--- src/design/wsg_pkg.sv ---
`timescale 1ns / 1ps
// Types, register codes and shared arithmetic helpers for the wheel slip grouping unit.
// Depends on nothing; every other file of the block but wsg_stream_if imports it.
package wsg_pkg;

    localparam int VAL_W  = 32;
    localparam int ANG_W  = 31;
    localparam int RATE_W = 20;
    localparam int POLE_W = 17;

    localparam logic [RATE_W-1:0] RATE_CAP = 20'd1000000;
    localparam logic [POLE_W-1:0] POLE_ONE = 17'd65536;

    typedef logic signed [VAL_W-1:0] val_t;
    typedef logic [ANG_W-1:0]        ang_t;
    typedef logic [1:0]              wheel_t;

    localparam wheel_t WHEEL_RR = 2'd3;

    localparam logic signed [63:0] VMAX64 = 64'sd2147483647;
    localparam logic signed [63:0] VMIN64 = -64'sd2147483648;
    localparam val_t VAL_MAX = 32'sh7FFFFFFF;
    localparam val_t VAL_MIN = 32'sh80000000;

    typedef enum logic [2:0] {
        REG_ABS_VIRTUAL = 3'd0,
        REG_ABS_WEIGHT  = 3'd1,
        REG_TC_VIRTUAL  = 3'd2,
        REG_TC_WEIGHT   = 3'd3,
        REG_ABS_GROUP   = 3'd4,
        REG_TC_GROUP    = 3'd5,
        REG_SAMPLE_RATE = 3'd6,
        REG_ANGLE_POLE  = 3'd7
    } reg_idx_t;

    typedef enum logic [1:0] {
        GRP_INDIVIDUAL = 2'd0,
        GRP_AXLE       = 2'd1,
        GRP_ALL        = 2'd2,
        GRP_REAR       = 2'd3
    } grp_mode_t;

    typedef enum logic [2:0] {
        ST_IDLE,
        ST_READ,
        ST_MUL,
        ST_ACC,
        ST_WPROD,
        ST_WPREP,
        ST_WWAIT,
        ST_EMIT
    } seq_state_t;

    typedef struct packed {
        wheel_t wheel;
        val_t   wheel_slip;
        val_t   virtual_wheel_slip;
        val_t   wheel_load;
        val_t   wheel_slip_angle;
    } wheel_item_t;

    typedef struct packed {
        wheel_t out_wheel;
        val_t   abs_slip;
        ang_t   abs_angle;
        val_t   abs_rate;
        val_t   tc_slip;
        ang_t   tc_angle;
        val_t   tc_rate;
        logic   final_wheel;
    } result_t;

    typedef struct packed {
        logic [2:0]        index;
        logic [RATE_W-1:0] value;
    } cfg_write_t;

    typedef struct packed {
        logic      virt;
        logic      weight;
        grp_mode_t mode;
    } ctrl_src_t;

    typedef struct packed {
        val_t slip;
        val_t vslip;
        val_t load;
        val_t angle;
    } frame_entry_t;

    typedef struct packed {
        val_t prev;
        val_t filt;
    } wheel_state_t;

    function automatic val_t sat_val(input logic signed [63:0] v);
        val_t r;
        if (v > VMAX64) r = VAL_MAX;
        else if (v < VMIN64) r = VAL_MIN;
        else r = v[VAL_W-1:0];
        return r;
    endfunction

    function automatic ang_t abs_ang(input val_t v);
        val_t n;
        ang_t r;
        n = -v;
        if (v == VAL_MIN) r = '1;
        else if (v < 0) r = n[ANG_W-1:0];
        else r = v[ANG_W-1:0];
        return r;
    endfunction

endpackage

--- src/design/wsg_div.sv ---
`timescale 1ns / 1ps
// Restoring divider for the axle weighting, two quotient bits per cycle.
// Depends on wsg_pkg.
module wsg_div (
    input  logic          clk,
    input  logic          rst_n,
    input  logic          start,
    input  logic [63:0]   dividend,
    input  logic [31:0]   divisor,
    output logic          done,
    output wsg_pkg::ang_t quotient,
    output logic          overflow
);
    import wsg_pkg::*;

    logic [31:0] rem_reg, rem_next;
    logic [31:0] sh_reg, sh_next;
    logic [31:0] div_reg, div_next;
    logic        ovf_reg, ovf_next;
    logic [3:0]  cnt_reg, cnt_next;
    logic        busy_reg, busy_next;
    logic        done_reg, done_next;
    logic [63:0] step1, step2;

    function automatic logic [63:0] div_step(input logic [31:0] rem, input logic [31:0] sh,
                                             input logic [31:0] d);
        logic [32:0] t;
        logic [32:0] diff;
        t    = {rem, sh[31]};
        diff = t - {1'b0, d};
        if (t >= {1'b0, d}) return {diff[31:0], sh[30:0], 1'b1};
        return {t[31:0], sh[30:0], 1'b0};
    endfunction

    // The quotient is known to fit 31 bits unless the top part already reaches the divisor.
    always_comb
    begin
        step1     = div_step(rem_reg, sh_reg, div_reg);
        step2     = div_step(step1[63:32], step1[31:0], div_reg);
        rem_next  = rem_reg;
        sh_next   = sh_reg;
        div_next  = div_reg;
        ovf_next  = ovf_reg;
        cnt_next  = cnt_reg;
        busy_next = busy_reg;
        done_next = 1'b0;
        if (start)
        begin
            rem_next  = dividend[63:32];
            sh_next   = dividend[31:0];
            div_next  = divisor;
            ovf_next  = dividend[63:31] >= {1'b0, divisor};
            cnt_next  = '0;
            busy_next = 1'b1;
        end
        else if (busy_reg)
        begin
            rem_next = step2[63:32];
            sh_next  = step2[31:0];
            cnt_next = cnt_reg + 4'd1;
            if (cnt_reg == 4'hF)
            begin
                busy_next = 1'b0;
                done_next = 1'b1;
            end
        end
    end

    always_ff @(posedge clk or negedge rst_n)
    begin
        if (!rst_n)
        begin
            cnt_reg  <= '0;
            busy_reg <= 1'b0;
            done_reg <= 1'b0;
        end
        else
        begin
            cnt_reg  <= cnt_next;
            busy_reg <= busy_next;
            done_reg <= done_next;
        end
    end

    always_ff @(posedge clk)
    begin
        rem_reg <= rem_next;
        sh_reg  <= sh_next;
        div_reg <= div_next;
        ovf_reg <= ovf_next;
    end

    assign done     = done_reg;
    assign quotient = sh_reg[ANG_W-1:0];
    assign overflow = ovf_reg;
endmodule

--- config.mk ---
export PLATFORM = sky130hd
export DESIGN_NAME = wsg_div
export DESIGN_NICKNAME = d
export VERILOG_FILES = /design/src/design/wsg_pkg.sv /design/src/design/wsg_div.sv
export SDC_FILE = /design/constraint.sdc
export NUM_CORES = 1
export LEC_CHECK = 0
export BUFFER_PORTS_ARGS = -buffer_cell sky130_fd_sc_hd__buf_2
export CAP_MARGIN = 5
export CORE_ASPECT_RATIO = 0.75
export CORE_MARGIN = 5
export CORE_UTILIZATION = 28
export DETAILED_ROUTE_END_ITERATION = 7
export PLACE_DENSITY = 0.44
export SLEW_MARGIN = 20
export SYNTH_ARGS = -nofsm -noshare
export SYNTH_HDL_FRONTEND = slang
export SYNTH_SLANG_ARGS = --single-unit
export TNS_END_PERCENT = 100
--- constraint.sdc ---
create_clock -name clk -period 7.8 [get_ports clk]
set_input_delay 1.17 -clock clk [delete_from_list [all_inputs] [get_ports clk]]
set_output_delay 1.17 -clock clk [all_outputs]
set_load 0.05 [all_outputs]
Word-level counts from Yosys, hierarchy flattened
Index checks and enable logic that the tools add are counted.
{ "op_classes": {"n_addsub": 3, "magnitude_cmp": 3, "eq_ne": 1, "mux": 18, "reduce_logical": 1} }
{ "op_table": {"columns": ["op", "count"], "rows": [
  ["64-bit 2-to-1 mux", 4],
  ["32-bit 2-to-1 mux", 4],
  ["33-bit by 32-bit >= comparator with 1-bit output", 3],
  ["32-bit subtractor", 2],
  ["1-bit 2-to-1 mux", 8],
  ["4-bit 2-to-1 mux", 2],
  ["4-bit by 1-bit adder with 4-bit output, second input constant", 1],
  ["4-bit == test, second input constant", 1],
  ["2-bit nonzero test", 1]
]} }
{ "totals": {"regBits": 103, "inputBits": 99, "out_inout_bits": 33} }

Depth between registers and ports, before layout
Gate-level depths: netlist (run 1).
{ "logic_depth": {"ltp_word": 8, "mapped_depth": 29, "mapped_depth_nobuf": 24} }

Least setup slack after synthesis (run 1)
OpenSTA, ideal clock, no wires.
{ "synth_path": {"kind": "reg-to-reg", "from": "register rem_reg[2]", "to": "register rem_reg[6], data pin", "setup_ps": 281, "arrival_time_ps": 5331, "setup_slack_ps": 2188, "path_stages_with_launch": 25, "n_path_buf": 3, "period_less_slack_ps": 5612, "path_cell_list": "edfxtp_1 > ha_1 > a21o_1 > a21oi_1 > a211oi_2 > a211oi_2 > a21bo_2 > o21ai_4 > a31oi_2 > a21o_1 > buf_6 > buf_2 > mux2_2 > ha_1 > nand4_1 > a21oi_1 > o41ai_2 > and3b_1 > or2_1 > o211ai_1 > a211oi_1 > o21ai_1 > a211oi_4 > buf_2 > o311ai_0"} }
{ "synth_via": {"elab_chain_len": 8, "elab_cells_between_ends": 12, "cone_classes": "add/sub: 2; order compare: 2; mux: 8"} }
{ "synth_rtl": {"columns": ["element", "line", "text"], "rows": [
  ["from (decl)", "wsg_div.sv:16", "logic [31:0] rem_reg, rem_next;"],
  ["from (signal assigned)", "wsg_div.sv:87", "rem_reg <= rem_next;"],
  ["32-bit subtractor / 33-bit by 32-bit >= comparator with 1-bit output (equally long branches)", "wsg_div.sv:30, wsg_div.sv:31", null],
  ["64-bit 2-to-1 mux / 1-bit 2-to-1 mux (equally long branches)", "wsg_div.sv:31", "if (t >= {1'b0, d}) return {diff[31:0], sh[30:0], 1'b1};"],
  ["64-bit 2-to-1 mux (*)", "wsg_div.sv:32", "return {t[31:0], sh[30:0], 1'b0};"],
  ["32-bit subtractor / 33-bit by 32-bit >= comparator with 1-bit output (equally long branches)", "wsg_div.sv:30, wsg_div.sv:31", null],
  ["64-bit 2-to-1 mux / 1-bit 2-to-1 mux (equally long branches)", "wsg_div.sv:31", null],
  ["64-bit 2-to-1 mux (*)", "wsg_div.sv:32", null],
  ["32-bit 2-to-1 mux (*)", "wsg_div.sv:56", "else if (busy_reg)"],
  ["32-bit 2-to-1 mux (*)", "wsg_div.sv:47", "if (start)"],
  ["named net rem_next[6]", "wsg_div.sv:16", null]
]} }
Mark *: on every way through the listed nets, which the timed path passes. The rest lies on a longest branch. The select of a mux whose other input is x is not followed.
A chain may end at the register's enable or synchronous reset.

Worst setup path after layout (run 1)
{ "layout_path": {"from": "register rem_reg[2]", "to": "register rem_reg[0], data pin"} }
{ "layout_via": {"elab_chain_len": 8, "elab_cells_between_ends": 12, "cone_classes": "add/sub: 2; order compare: 2; mux: 8"} }
{ "layout_rtl": {"columns": ["element", "line"], "rows": [
  ["33-bit by 32-bit >= comparator with 1-bit output / 32-bit subtractor (equally long branches)", "wsg_div.sv:31, wsg_div.sv:30"],
  ["1-bit 2-to-1 mux / 64-bit 2-to-1 mux (equally long branches)", "wsg_div.sv:31"],
  ["64-bit 2-to-1 mux (*)", "wsg_div.sv:32"],
  ["32-bit subtractor / 33-bit by 32-bit >= comparator with 1-bit output (equally long branches)", "wsg_div.sv:30, wsg_div.sv:31"],
  ["64-bit 2-to-1 mux / 1-bit 2-to-1 mux (equally long branches)", "wsg_div.sv:31"],
  ["64-bit 2-to-1 mux (*)", "wsg_div.sv:32"],
  ["32-bit 2-to-1 mux (*)", "wsg_div.sv:56"],
  ["32-bit 2-to-1 mux (*)", "wsg_div.sv:47"],
  ["named net rem_next[0]", "wsg_div.sv:16"]
]} }
Marks and branches as above.

==> reports/qor.tcl, run 1 <==
set qor(grt_setup_unrepaired) {no}
set qor(grt_start_max_net_pins) 68
set qor(final.min_clock_period_ns) 6.68
set qor(grt_overflow) 0
set qor(tritoncts.num_buffers) 9
set qor(cts.hold.buffers_added) 0
set qor(routabilityCongestion) 0.863
set qor(grt_pass1_vias) 7176
set qor(placementRows) 56
set qor(sink_count) 103
set qor(part_of_the_yosys_area_used_for_sequential_elements) 0.342
set qor(hold_violations) 0
set qor(initial_core_util) 0.285
set qor(final_critical_path_setup_slack_ns) 1.12
set qor(syn-mean-instance-area_um2) 9.53
set qor(track_usage) 0.145
set qor(hold_class) {reg -> reg}
set qor(crit_path_max_fanout) 19
set qor(die_h_um) 165
set qor(die_width_um) 217
set qor(arrival_time_at_the_worst_endpoint_ns) 6.81
set qor(grt_first_pass_wirelength_mm) 40.8
set qor(core_area_um2) 31400
set qor(cp_data_required_time_ns) 7.93
set qor(htreeDepth) 3
set qor(number_of_antenna_violations_at_the_first_check_in_global_routing) 1
set qor(mappedNetlistNets) 1138
set qor(post-route-period-util) 0.856
set qor(detailedPlacementHpwl_mm) 20.4
set qor(fp.dieArea_um2) 35700
set qor(drt_drc_violations_left) 0
set qor(mappedNetlistArea_um2) 8960
set qor(vias_per_cell) 4.97
set qor(number_of_enable_flip_flop_cells_after_synthesis) 97
set qor(worst_slew_pin_slew_ns) 0.941
set qor(setup_viol_count_final) 0
set qor(final_net_count) 1229
set qor(synth.distinct_cells) 66
set qor(synth_ff_type) {edfxtp_1}
set qor(yosys_warnings) 0
set qor(post-place-ws_ns) 1.12
set qor(final_layout_size_suffix_gt1_frac) 0.225
set qor(syn_to_final_growth_pct) 12.8
set qor(worst_setup_path_start_kind) {flip-flop}
set qor(number_of_drc_markers_in_iteration_0) 342
set qor(cts_tree) {built}
set qor(fin_tns_setup_ns) 0
set qor(port-buffer-count) 131
set qor(fin_skew_ns) 0.0103
set qor(maxCapViolations) 0
set qor(syn-instance-count) 940
set qor(finalCoreUtilization) 0.322
set qor(postRouteAntennaNets) 0
set qor(crit_path_top_delay_cell) {a211o_1}
set qor(io_pins) 132
set qor(hold_slack_ns) 0.560
set qor(end_kind) {flip-flop}
set qor(clockRootBuffer) {clkbuf_16}
set qor(dr_total_vias) 7161
set qor(dr.pass1.iters) 5
set qor(crit_chain) {ha_1 -> a21o_1 -> a21oi_1 -> a211oi_2 -> a211oi_2 -> a21bo_2 -> o21ai_4 -> a31oi_2 -> a21o_1 -> buf_4 -> mux2_2 -> ha_1 -> nand2_1 -> o21ai_0 -> nor2_1 -> and3b_1 -> or2_1 -> o211ai_1 -> a211oi_1 -> o21ai_1 -> a211o_1 -> mux2i_1 -> mux2_2}
set qor(clk_transition_reported_paths_ns) 0.08
set qor(run_status) {finished clean}
set qor(setup.worst_path.class) {reg -> reg}
set qor(post-cts-setup-buffers) 0
set qor(diodes) 0
set qor(relative_slew_slack) 0.373
set qor(slew_violations) 0
set qor(ys_ff_latch) 103
set qor(fmaxAchievable_mhz) 150
set qor(ys_async_sr_fraction) 0.0583
set qor(wirelength_mm) 25.8
set qor(critPathMaxStageDelay_ns) 0.74
set qor(worstSkewPairLatency_ns) 0.38
set qor(cts_resized) 0
set qor(detail_routed_net_length_per_standard_cell_um) 17.9
set qor(clock_tree.buffer_depth) 2
## cells by family after synthesis
logic type / synth area share
AO/OA/AOI/OAI: 0.183
AND/OR/NAND/NOR: 0.123
buffers and inverters: 0.0763
flip-flops: 0.342
adder cells (fa/ha/maj): 0.140
multiplexers: 0.0820
XOR/XNOR: 0.0538
## metal layers
metal | vias to the layer above | part of all wire | global-route usage | wire (µm)
met2 | 107 | 0.42 | 0.215 | 10700
met1 | 3435 | 0.54 | 0.218 | 13900
met3 | 10 | 0.038 | 0.0357 | 982
li1 | 3607 | - | - | -
met4 | 2 | 0.0062 | 0.0222 | 161
met5 | - | 0.00027 | 0 | 7
## Yosys cell counts, types with 6 or more instances
| cell type | number | area, µm² |
|---|---|---|
| nand2_1 | 85 | 319 |
| buf_2 | 7 | 35.0 |
| o21bai_1 | 10 | 75.1 |
| dfrtp_1 | 6 | 150 |
| clkbuf_1 | 13 | 48.8 |
| a211oi_1 | 8 | 60.1 |
| a31oi_1 | 15 | 93.8 |
| nor2b_1 | 8 | 50.1 |
| o311ai_0 | 13 | 114 |
| nand3_1 | 32 | 160 |
| a21oi_1 | 67 | 335 |
| a21o_1 | 28 | 210 |
| xor2_1 | 24 | 210 |
| nor3_1 | 13 | 65.1 |
| ha_1 | 97 | 1210 |
| inv_1 | 79 | 297 |
| nor2_1 | 45 | 169 |
| or3_1 | 6 | 37.5 |
| mux2_2 | 59 | 664 |
| buf_4 | 31 | 233 |
| nand4_1 | 10 | 62.6 |
| and3_1 | 7 | 43.8 |
| nand2b_1 | 7 | 43.8 |
| xnor2_1 | 31 | 272 |
| mux2i_1 | 7 | 70.1 |
| edfxtp_1 | 97 | 2910 |
| o21ai_0 | 43 | 215 |
| o21a_1 | 6 | 45.0 |
## worst paths after layout
kind,start,end,slack (ns),depth (start not counted)
min,cnt_reg[3]$_DFFE_PN0P_,cnt_reg[3]$_DFFE_PN0P_,0.56,2
min reg2reg,cnt_reg[3]$_DFFE_PN0P_,cnt_reg[3]$_DFFE_PN0P_,0.56,2
min in group asynchronous,rst_n,done$_DFF_PN0_,0.60,1
max,rem_reg[2]$_DFFE_PP_,rem_reg[0]$_DFFE_PP_,1.12,23
max in group asynchronous,rst_n,cnt_reg[0]$_DFFE_PN0P_,7.06,1
max reg2reg,rem_reg[2]$_DFFE_PP_,rem_reg[0]$_DFFE_PP_,1.12,23
## layout make-up
class	instances	area [µm²]
fill	3296	21300
multi-input combinational	697	5210
sequential	103	3060
timing repair buffer	140	726
tap	406	508
inverter	80	300
clock buffer	10	250
clock inverter	6	48.8
## per-stage QoR
stage                     instances  cell area, µm²
after global routing           1442           10100
final                          1442           10100
after floorplan                 940            8960
after detailed placement       1426            9810
after CTS                      1442           10100
after global placement         1426            9810
## cells in the final DEF, fill, tap and decap left out, drive strengths merged, types with 6 or more instances in the layout
cell type / n
a31oi: 16
nor2: 45
a211oi: 11
clkbuf: 10
xnor2: 31
mux2i: 7
o21a: 6
nand2b: 7
nand3: 32
dfrtp: 6
nor3: 13
xor2: 24
inv: 82
nand2: 85
edfxtp: 97
or3: 6
and3: 7
buf: 140
o21ai: 49
a21oi: 67
nor2b: 8
a21o: 28
o21bai: 11
o311ai: 13
ha: 97
nand4: 10
mux2: 59
## worst max-delay path: cells and delay by family (launching register included)
family	cells	cell delay, ns
compound gates	13	3.46
fa+ha+maj	2	0.76
simple gates	4	0.68
buf+inv	1	0.28
flops	1	0.40
mux	3	0.82
Power of run 1 is left out: the tool's default activity adds up to more than one toggle a clock period on the data nets, which glitch-free logic cannot reach.
==> inputs of run 2 (changes only) <==
--- a/config.mk
+++ b/config.mk
@@ -7,8 +7,7 @@
 export LEC_CHECK = 0
 export BUFFER_PORTS_ARGS = -buffer_cell sky130_fd_sc_hd__buf_2
 export CAP_MARGIN = 5
-export CORE_ASPECT_RATIO = 0.75
-export CORE_MARGIN = 5
+export CORE_MARGIN = 8
 export CORE_UTILIZATION = 28
 export DETAILED_ROUTE_END_ITERATION = 7
 export PLACE_DENSITY = 0.44
==> constraint.sdc (replaced) <==
create_clock -name clk -period 6.5 [get_ports clk]
set_input_delay 0.975 -clock clk [delete_from_list [all_inputs] [get_ports clk]]
set_output_delay 0.975 -clock clk [all_outputs]
set_load 0.05 [all_outputs]
==> reports/qor.tcl, run 2 (same netlist as run 1, synthesis figures left out) <==
set qor(core_area_um2) 31600 ;# +0.53%
set qor(dr_total_vias) 7289 ;# +1.8%
set qor(clockRootBuffer) {clkbuf_16}
set qor(grt_setup_unrepaired) {no}
set qor(clock_tree.buffer_depth) 2 ;# unchanged
set qor(detailedPlacementHpwl_mm) 20.6 ;# +1.0%
set qor(tritoncts.num_buffers) 9 ;# unchanged
set qor(initial_core_util) 0.284 ;# -0.00149
set qor(routabilityCongestion) 0.833 ;# -3.5%
set qor(maxCapViolations) 0 ;# unchanged
set qor(die_width_um) 195 ;# -10%
set qor(io_pins) 132 ;# unchanged
set qor(dr.pass1.iters) 5 ;# unchanged
set qor(reg2reg_to) {rem_reg[9]$_DFFE_PP_}
set qor(wirelength_met1_mm) 12.4 ;# -11%
set qor(worst_setup_path_start_kind) {flip-flop}
set qor(number_of_drc_markers_in_iteration_0) 375 ;# +9.6%
set qor(fmaxAchievable_mhz) 164 ;# +9.6%
set qor(vias_per_cell) 5.00 ;# +0.60%
set qor(top_layer) {met5}
set qor(number_of_antenna_violations_at_the_first_check_in_global_routing) 7 ;# +6
set qor(worst_r2r_startpoint) {rem_reg[2]$_DFFE_PP_}
set qor(routed-wl-met2_mm) 11.6 ;# +8.2%
set qor(critPathBufInv) 2 ;# +1
set qor(hold_violations) 0 ;# unchanged
set qor(start_point_of_the_critical_path) {rem_reg[2]$_DFFE_PP_}
set qor(critPathMaxStageDelay_ns) 0.49 ;# -0.25 ns
set qor(die_h_um) 195 ;# +18%
set qor(post-route-period-util) 0.937 ;# +0.0809
set qor(slew_violations) 0 ;# unchanged
set qor(met3_routed_wirelength_mm) 1.57 ;# +59%
set qor(final_net_count) 1248 ;# +1.5%
set qor(wirelength_mm) 26.2 ;# +1.4%
set qor(setup_viol_count_final) 0 ;# unchanged
set qor(sink_count) 103 ;# unchanged
set qor(syn_to_final_growth_pct) 15.0
set qor(worstSkewPairLatency_ns) 0.37 ;# about the same
set qor(cts_tree) {built}
set qor(grt_overflow) 0 ;# unchanged
set qor(fin_tns_setup_ns) 0 ;# unchanged
set qor(crit_path_frequent_cell) {a211oi_2}
set qor(crit_path_top_delay_cell) {o311ai_0}
set qor(final.fill_count) 3332 ;# +1.1%
set qor(critPathCapture) {rem_reg[9]$_DFFE_PP_}
set qor(clk_transition_reported_paths_ns) 0.09 ;# about the same
set qor(logic_depth_of_the_worst_register_to_register_path) 23 ;# unchanged
set qor(track_usage) 0.138 ;# -0.00741
set qor(postRouteAntennaNets) 0 ;# unchanged
set qor(cp_data_required_time_ns) 6.62 ;# -1.31 ns
set qor(detail_routed_net_length_per_standard_cell_um) 17.9 ;# +0.23%
set qor(grt_start_max_net_pins) 75 ;# +10%
set qor(grt_first_pass_wirelength_mm) 41.9 ;# +2.7%
set qor(mostFrequentLayoutCell) {buf_2}
set qor(crit_path_max_fanout) 31 ;# +12
set qor(cts.hold.buffers_added) 0 ;# unchanged
set qor(crit_chain) {ha_1 -> a21o_1 -> a21oi_2 -> a211oi_2 -> a211oi_2 -> a21bo_2 -> o21ai_4 -> a31oi_4 -> a21o_4 -> buf_4 -> mux2_2 -> ha_1 -> a21oi_1 -> o21ai_0 -> nor2_1 -> and3b_1 -> or2_1 -> o211ai_1 -> a211oi_2 -> o21ai_1 -> a211oi_4 -> buf_12 -> o311ai_0}
set qor(setup.worst_path.class) {reg -> reg}
set qor(placementRows) 65 ;# +16%
set qor(fp.dieArea_um2) 38000 ;# +6.3%
set qor(crit_cells) 23 ;# unchanged
set qor(worst_slew_pin_slew_ns) 0.926 ;# -0.0155 ns
set qor(final.min_clock_period_ns) 6.09 ;# -0.587 ns
set qor(end_kind) {flip-flop}
set qor(fin_skew_ns) 0.0198 ;# +0.00945 ns
set qor(critPathTopFamily) {compound AO/OA/AOI/OAI gates}
set qor(arrival_time_at_the_worst_endpoint_ns) 6.21 ;# -0.60 ns
set qor(htreeDepth) 3 ;# unchanged
set qor(r2r_slack_ns) 0.41 ;# -0.71 ns
set qor(grt_pass1_vias) 7620 ;# +6.2%
set qor(port-buffer-count) 131 ;# unchanged
set qor(run_status) {finished clean}
set qor(drt_drc_violations_left) 0 ;# unchanged
set qor(final_layout_size_suffix_gt1_frac) 0.242 ;# +0.0170
set qor(hold_class) {in -> async}
set qor(relative_slew_slack) 0.383 ;# +0.0103
set qor(final_cell_mix) {130 x buf_2, 97 x ha_1, 97 x edfxtp_1}
==> run 2: worst register-to-register path, cell delays in order, from the launching register on <==
cell and delay (ns):
edfxtp_1 0.40, ha_1 0.33, a21o_1 0.21, a21oi_2 0.22
a211oi_2 0.11, a211oi_2 0.29, a21bo_2 0.23, o21ai_4 0.09
a31oi_4 0.25, a21o_4 0.21, buf_4 0.23, mux2_2 0.37
ha_1 0.34, a21oi_1 0.08, o21ai_0 0.33, nor2_1 0.11
and3b_1 0.23, or2_1 0.27, o211ai_1 0.35, a211oi_2 0.14
o21ai_1 0.27, a211oi_4 0.09, buf_12 0.19, o311ai_0 0.50
==> run 2: through the flow <==
stage | cells | utilization | hold WS, ns | instance area [µm²] | setup WS, ns
2_1_floorplan | 940 | - | 0.505 | 8960 | 0.888
3_3_place_gp | 1441 | 0.316 | 0.536 | 9960 | 0.140
3_5_place_dp | 1441 | 0.316 | 0.536 | 9960 | 0.109
4_1_cts | 1456 | 0.325 | 0.405 | 10300 | 0.0535
5_1_grt | 1456 | 0.326 | 0.413 | 10300 | 0.0676
6_report | 1459 | 0.327 | 0.424 | 10300 | 0.410
==> run 2: layout make-up <==
cell class / count / area [µm²] / share of cell area
antenna: 3 / 7.51 / 0.000729
clock buffer: 9 / 225 / 0.0219
clock inverter: 6 / 78.8 / 0.00765
inverter: 80 / 300 / 0.0291
multi-input combinational: 697 / 5240 / 0.508
sequential: 103 / 3060 / 0.297
tap: 402 / 503 / 0.0488
timing repair buffer: 159 / 888 / 0.0862
==> run 2: routing by layer <==
layer	track usage	vias to the layer above
met5	0	-
met1	0.177	3410
met2	0.220	183
met4	0.0393	10
li1	-	3649
met3	0.0421	37
==> run 2: repair_timing <==
item                                    CTS  global route
setup buffers                             0             0
hold endpoints to repair                  0             0
endpoints found under the setup margin    0            33
resized for setup                         0            10
==> run 2: worst min path at each step <==
stage / endpoint / slack [ns] / depth (start not counted) / from
CTS: done$_DFF_PN0_ / 0.40 / 1 / rst_n
finish: done$_DFF_PN0_ / 0.42 / 1 / rst_n
detailed placement: cnt_reg[3]$_DFFE_PN0P_ / 0.54 / 2 / cnt_reg[3]$_DFFE_PN0P_
global route: done$_DFF_PN0_ / 0.41 / 1 / rst_n
global placement: cnt_reg[3]$_DFFE_PN0P_ / 0.54 / 2 / cnt_reg[3]$_DFFE_PN0P_
floorplan: cnt_reg[3]$_DFFE_PN0P_ / 0.51 / 2 / cnt_reg[3]$_DFFE_PN0P_
Power of run 2 is left out for the same reason.
==> inputs of run 3 (changes only) <==
--- a/config.mk
+++ b/config.mk
@@ -5,6 +5,7 @@
 export SDC_FILE = /design/constraint.sdc
 export NUM_CORES = 1
 export LEC_CHECK = 0
+export ABC_AREA = 1
 export BUFFER_PORTS_ARGS = -buffer_cell sky130_fd_sc_hd__buf_2
 export CAP_MARGIN = 5
 export CORE_MARGIN = 8
==> reports/qor.tcl, run 3 <==
set qor(cts_resized) 0 ;# unchanged
set qor(cp_data_required_time_ns) 6.63 ;# about the same
set qor(crit_path_max_fanout) 22 ;# -29%
set qor(critPathCapture) {rem_reg[5]$_DFFE_PP_}
set qor(synth_area_leader_cell) {edfxtp_1}
set qor(mappedNetlistNets) 1702 ;# +50%
set qor(drt_drc_violations_left) 0 ;# unchanged
set qor(arrival_time_at_the_worst_endpoint_ns) 5.28 ;# -0.93 ns
set qor(end_kind) {flip-flop}
set qor(synth.distinct_cells) 46 ;# -30%
set qor(ys_ff_latch) 103 ;# unchanged
set qor(fp.dieArea_um2) 43400 ;# +14%
set qor(initial_core_util) 0.284 ;# -0.000340
set qor(port-buffer-count) 131 ;# unchanged
set qor(final_layout_size_suffix_gt1_frac) 0.129 ;# -0.113
set qor(post-route-period-util) 0.792 ;# -0.145
set qor(final_net_count) 1792 ;# +44%
set qor(syn-instance-count) 1504 ;# +60%
set qor(tritoncts.num_buffers) 9 ;# unchanged
set qor(synth_ff_type) {edfxtp_1}
set qor(track_usage) 0.168 ;# +0.0299
set qor(setup.worst_path.class) {reg -> reg}
set qor(dr_total_vias) 9816 ;# +35%
set qor(r2r_slack_ns) 1.35 ;# +0.94 ns
set qor(logic_depth_of_the_worst_register_to_register_path) 24 ;# +4.3%
set qor(part_of_the_yosys_area_used_for_sequential_elements) 0.296 ;# -0.0462
set qor(placementRows) 70 ;# +7.7%
set qor(start_point_of_the_critical_path) {rem_reg[20]$_DFFE_PP_}
set qor(syn_to_final_growth_pct) 11.6
set qor(die_width_um) 208 ;# +6.9%
set qor(grt_overflow) 0 ;# unchanged
set qor(grt_pass1_vias) 9941 ;# +30%
set qor(slew_violations) 0 ;# unchanged
set qor(cts_tree) {built}
set qor(clockRootBuffer) {clkbuf_16}
set qor(yosys_warnings) 0 ;# unchanged
set qor(clock_tree.buffer_depth) 2 ;# unchanged
set qor(grt_first_pass_wirelength_mm) 57.1 ;# +36%
set qor(routabilityCongestion) 0.925 ;# +11%
set qor(run_status) {finished clean}
set qor(post-cts-setup-buffers) 0 ;# unchanged
set qor(worst_setup_path_start_kind) {flip-flop}
set qor(htreeDepth) 3 ;# unchanged
set qor(hold_class) {in -> async}
set qor(die_h_um) 208 ;# +6.9%
set qor(fmaxAchievable_mhz) 194 ;# +18%
set qor(postRouteAntennaNets) 0 ;# unchanged
set qor(mostFrequentLayoutCell) {nand2_1}
set qor(ys_async_sr_fraction) 0.0583 ;# unchanged
set qor(synth.top_cell.area_share) 0.281 ;# -0.0439
set qor(cts.hold.buffers_added) 0 ;# unchanged
set qor(setup_viol_count_final) 0 ;# unchanged
set qor(mappedNetlistArea_um2) 10400 ;# +16%
set qor(vias_per_cell) 4.75 ;# -5.0%
set qor(number_of_antenna_violations_at_the_first_check_in_global_routing) 5 ;# -2
set qor(reg2reg_to) {rem_reg[5]$_DFFE_PP_}
set qor(maxCapViolations) 0 ;# unchanged
set qor(core_area_um2) 36500 ;# +16%
set qor(dr.pass1.iters) 5 ;# unchanged
set qor(clk_transition_reported_paths_ns) 0.09 ;# about the same
set qor(post_synth_main_area_contributors) {edfxtp_1 28%, nand2_1 19%, ha_1 12%}
set qor(final_cell_mix) {535 x nand2_1, 226 x inv_1, 130 x buf_2}
set qor(fin_skew_ns) 0.0135 ;# -0.00628 ns
set qor(io_pins) 132 ;# unchanged
set qor(grt_setup_unrepaired) {no}
set qor(hold_violations) 0 ;# unchanged
set qor(number_of_drc_markers_in_iteration_0) 656 ;# +75%
set qor(wirelength_mm) 36.7 ;# +40%
set qor(detail_routed_net_length_per_standard_cell_um) 17.8 ;# -0.96%
set qor(leading_cell_type_by_number_of_instances_after_synthesis) {nand2_1}
set qor(sink_count) 103 ;# unchanged
set qor(grt_start_max_net_pins) 74 ;# -1.3%
set qor(fin_tns_setup_ns) 0 ;# unchanged
set qor(worst_r2r_startpoint) {rem_reg[20]$_DFFE_PP_}
set qor(worstSkewPairLatency_ns) 0.37 ;# about the same
set qor(worst_slew_pin_slew_ns) 0.972 ;# +0.0460 ns
set qor(final.min_clock_period_ns) 5.15 ;# -0.939 ns
set qor(most_common_library_cells_after_synthesis) {536 x nand2_1, 227 x inv_1, 108 x nand3_1, 97 x edfxtp_1, 97 x ha_1}
set qor(syn-mean-instance-area_um2) 6.88 ;# -28%
set qor(detailedPlacementHpwl_mm) 30.2 ;# +47%
set qor(number_of_enable_flip_flop_cells_after_synthesis) 97 ;# unchanged
set qor(relative_slew_slack) 0.352 ;# -0.0312
## run 3: changes by cell type after synthesis, moves of 19 or more
cell | before | now
nand2_1 | 85 | 536
inv_1 | 79 | 227
nand3_1 | 32 | 108
mux2_2 | 59 | 0
nor2_1 | 45 | 87
a21o_1 | 28 | 9
o21ai_2 | 0 | 19
## run 3: how the worst min path moves through the flow
stage | startpoint | end | slack, ns | depth (start not counted)
finish | rst_n | cnt_reg[1]$_DFFE_PN0P_ | 0.42 | 1
global placement | cnt_reg[3]$_DFFE_PN0P_ | cnt_reg[3]$_DFFE_PN0P_ | 0.46 | 1
CTS | rst_n | cnt_reg[0]$_DFFE_PN0P_ | 0.40 | 1
detailed placement | cnt_reg[3]$_DFFE_PN0P_ | cnt_reg[3]$_DFFE_PN0P_ | 0.47 | 1
floorplan | cnt_reg[3]$_DFFE_PN0P_ | cnt_reg[3]$_DFFE_PN0P_ | 0.43 | 1
global route | rst_n | cnt_reg[1]$_DFFE_PN0P_ | 0.40 | 1
## run 3: worst max-delay path: stages, from the launching register on
cell and delay [ns]:
edfxtp_1 0.45, ha_1 0.44, nand2_1 0.14, nor2_1 0.28, nand2_1 0.11, nor2_1 0.24, a21oi_1 0.15, nand2_2 0.19
buf_4 0.31, nand2_1 0.09, o21ai_1 0.18, inv_1 0.08, ha_1 0.34, inv_1 0.08, o21ai_0 0.25, a21oi_1 0.17
o21ai_0 0.19, a21oi_1 0.06, nand2_1 0.12, nand2_2 0.30, nand3_4 0.18, buf_4 0.28, nand2_1 0.11, nand3_1 0.08
nand2_1 0.06
## run 3: logic make-up after synthesis
group / after synthesis / synth area share
AOI/OAI and AO/OA: 169 / 0.0976
DFF: 103 / 0.296
adders and majority gates: 99 / 0.121
buffers and inverters: 294 / 0.127
xor gates and xnor gates: 42 / 0.0355
and+or+nand+nor: 797 / 0.323
## run 3: stage by stage
step                hold slack [ns]   util  setup slack, ns  instance area [µm²]  cells
CTS                           0.405  0.316             1.38                11600   2067
floorplan                     0.434      -             2.72                10400   1504
global route                  0.404  0.317            0.929                11600   2068
detailed placement            0.467  0.308             1.42                11200   2051
finish                        0.419  0.317             1.35                11600   2068
global placement              0.456  0.308             1.45                11200   2051
## run 3: cell type report
type,instances,area [µm²]
diodes,1,2.50
clock buffers,9,225
clock inverters,7,88.8
fillers,4035,25000
inverters,233,875
multi-input cells,1107,5980
flip-flops and latches,103,3060
well taps,468,586
repair buffers,140,738
## run 3: layer usage
metal,vias up,track usage,wire [µm],part of all wire
li1,5001,-,-,-
met4,8,0.0499,839,0.023
met1,4517,0.222,17300,0.47
met2,248,0.274,16500,0.45
met3,42,0.0314,2050,0.056
met5,-,0,44,0.0012
Power of run 3 is left out for the same reason.
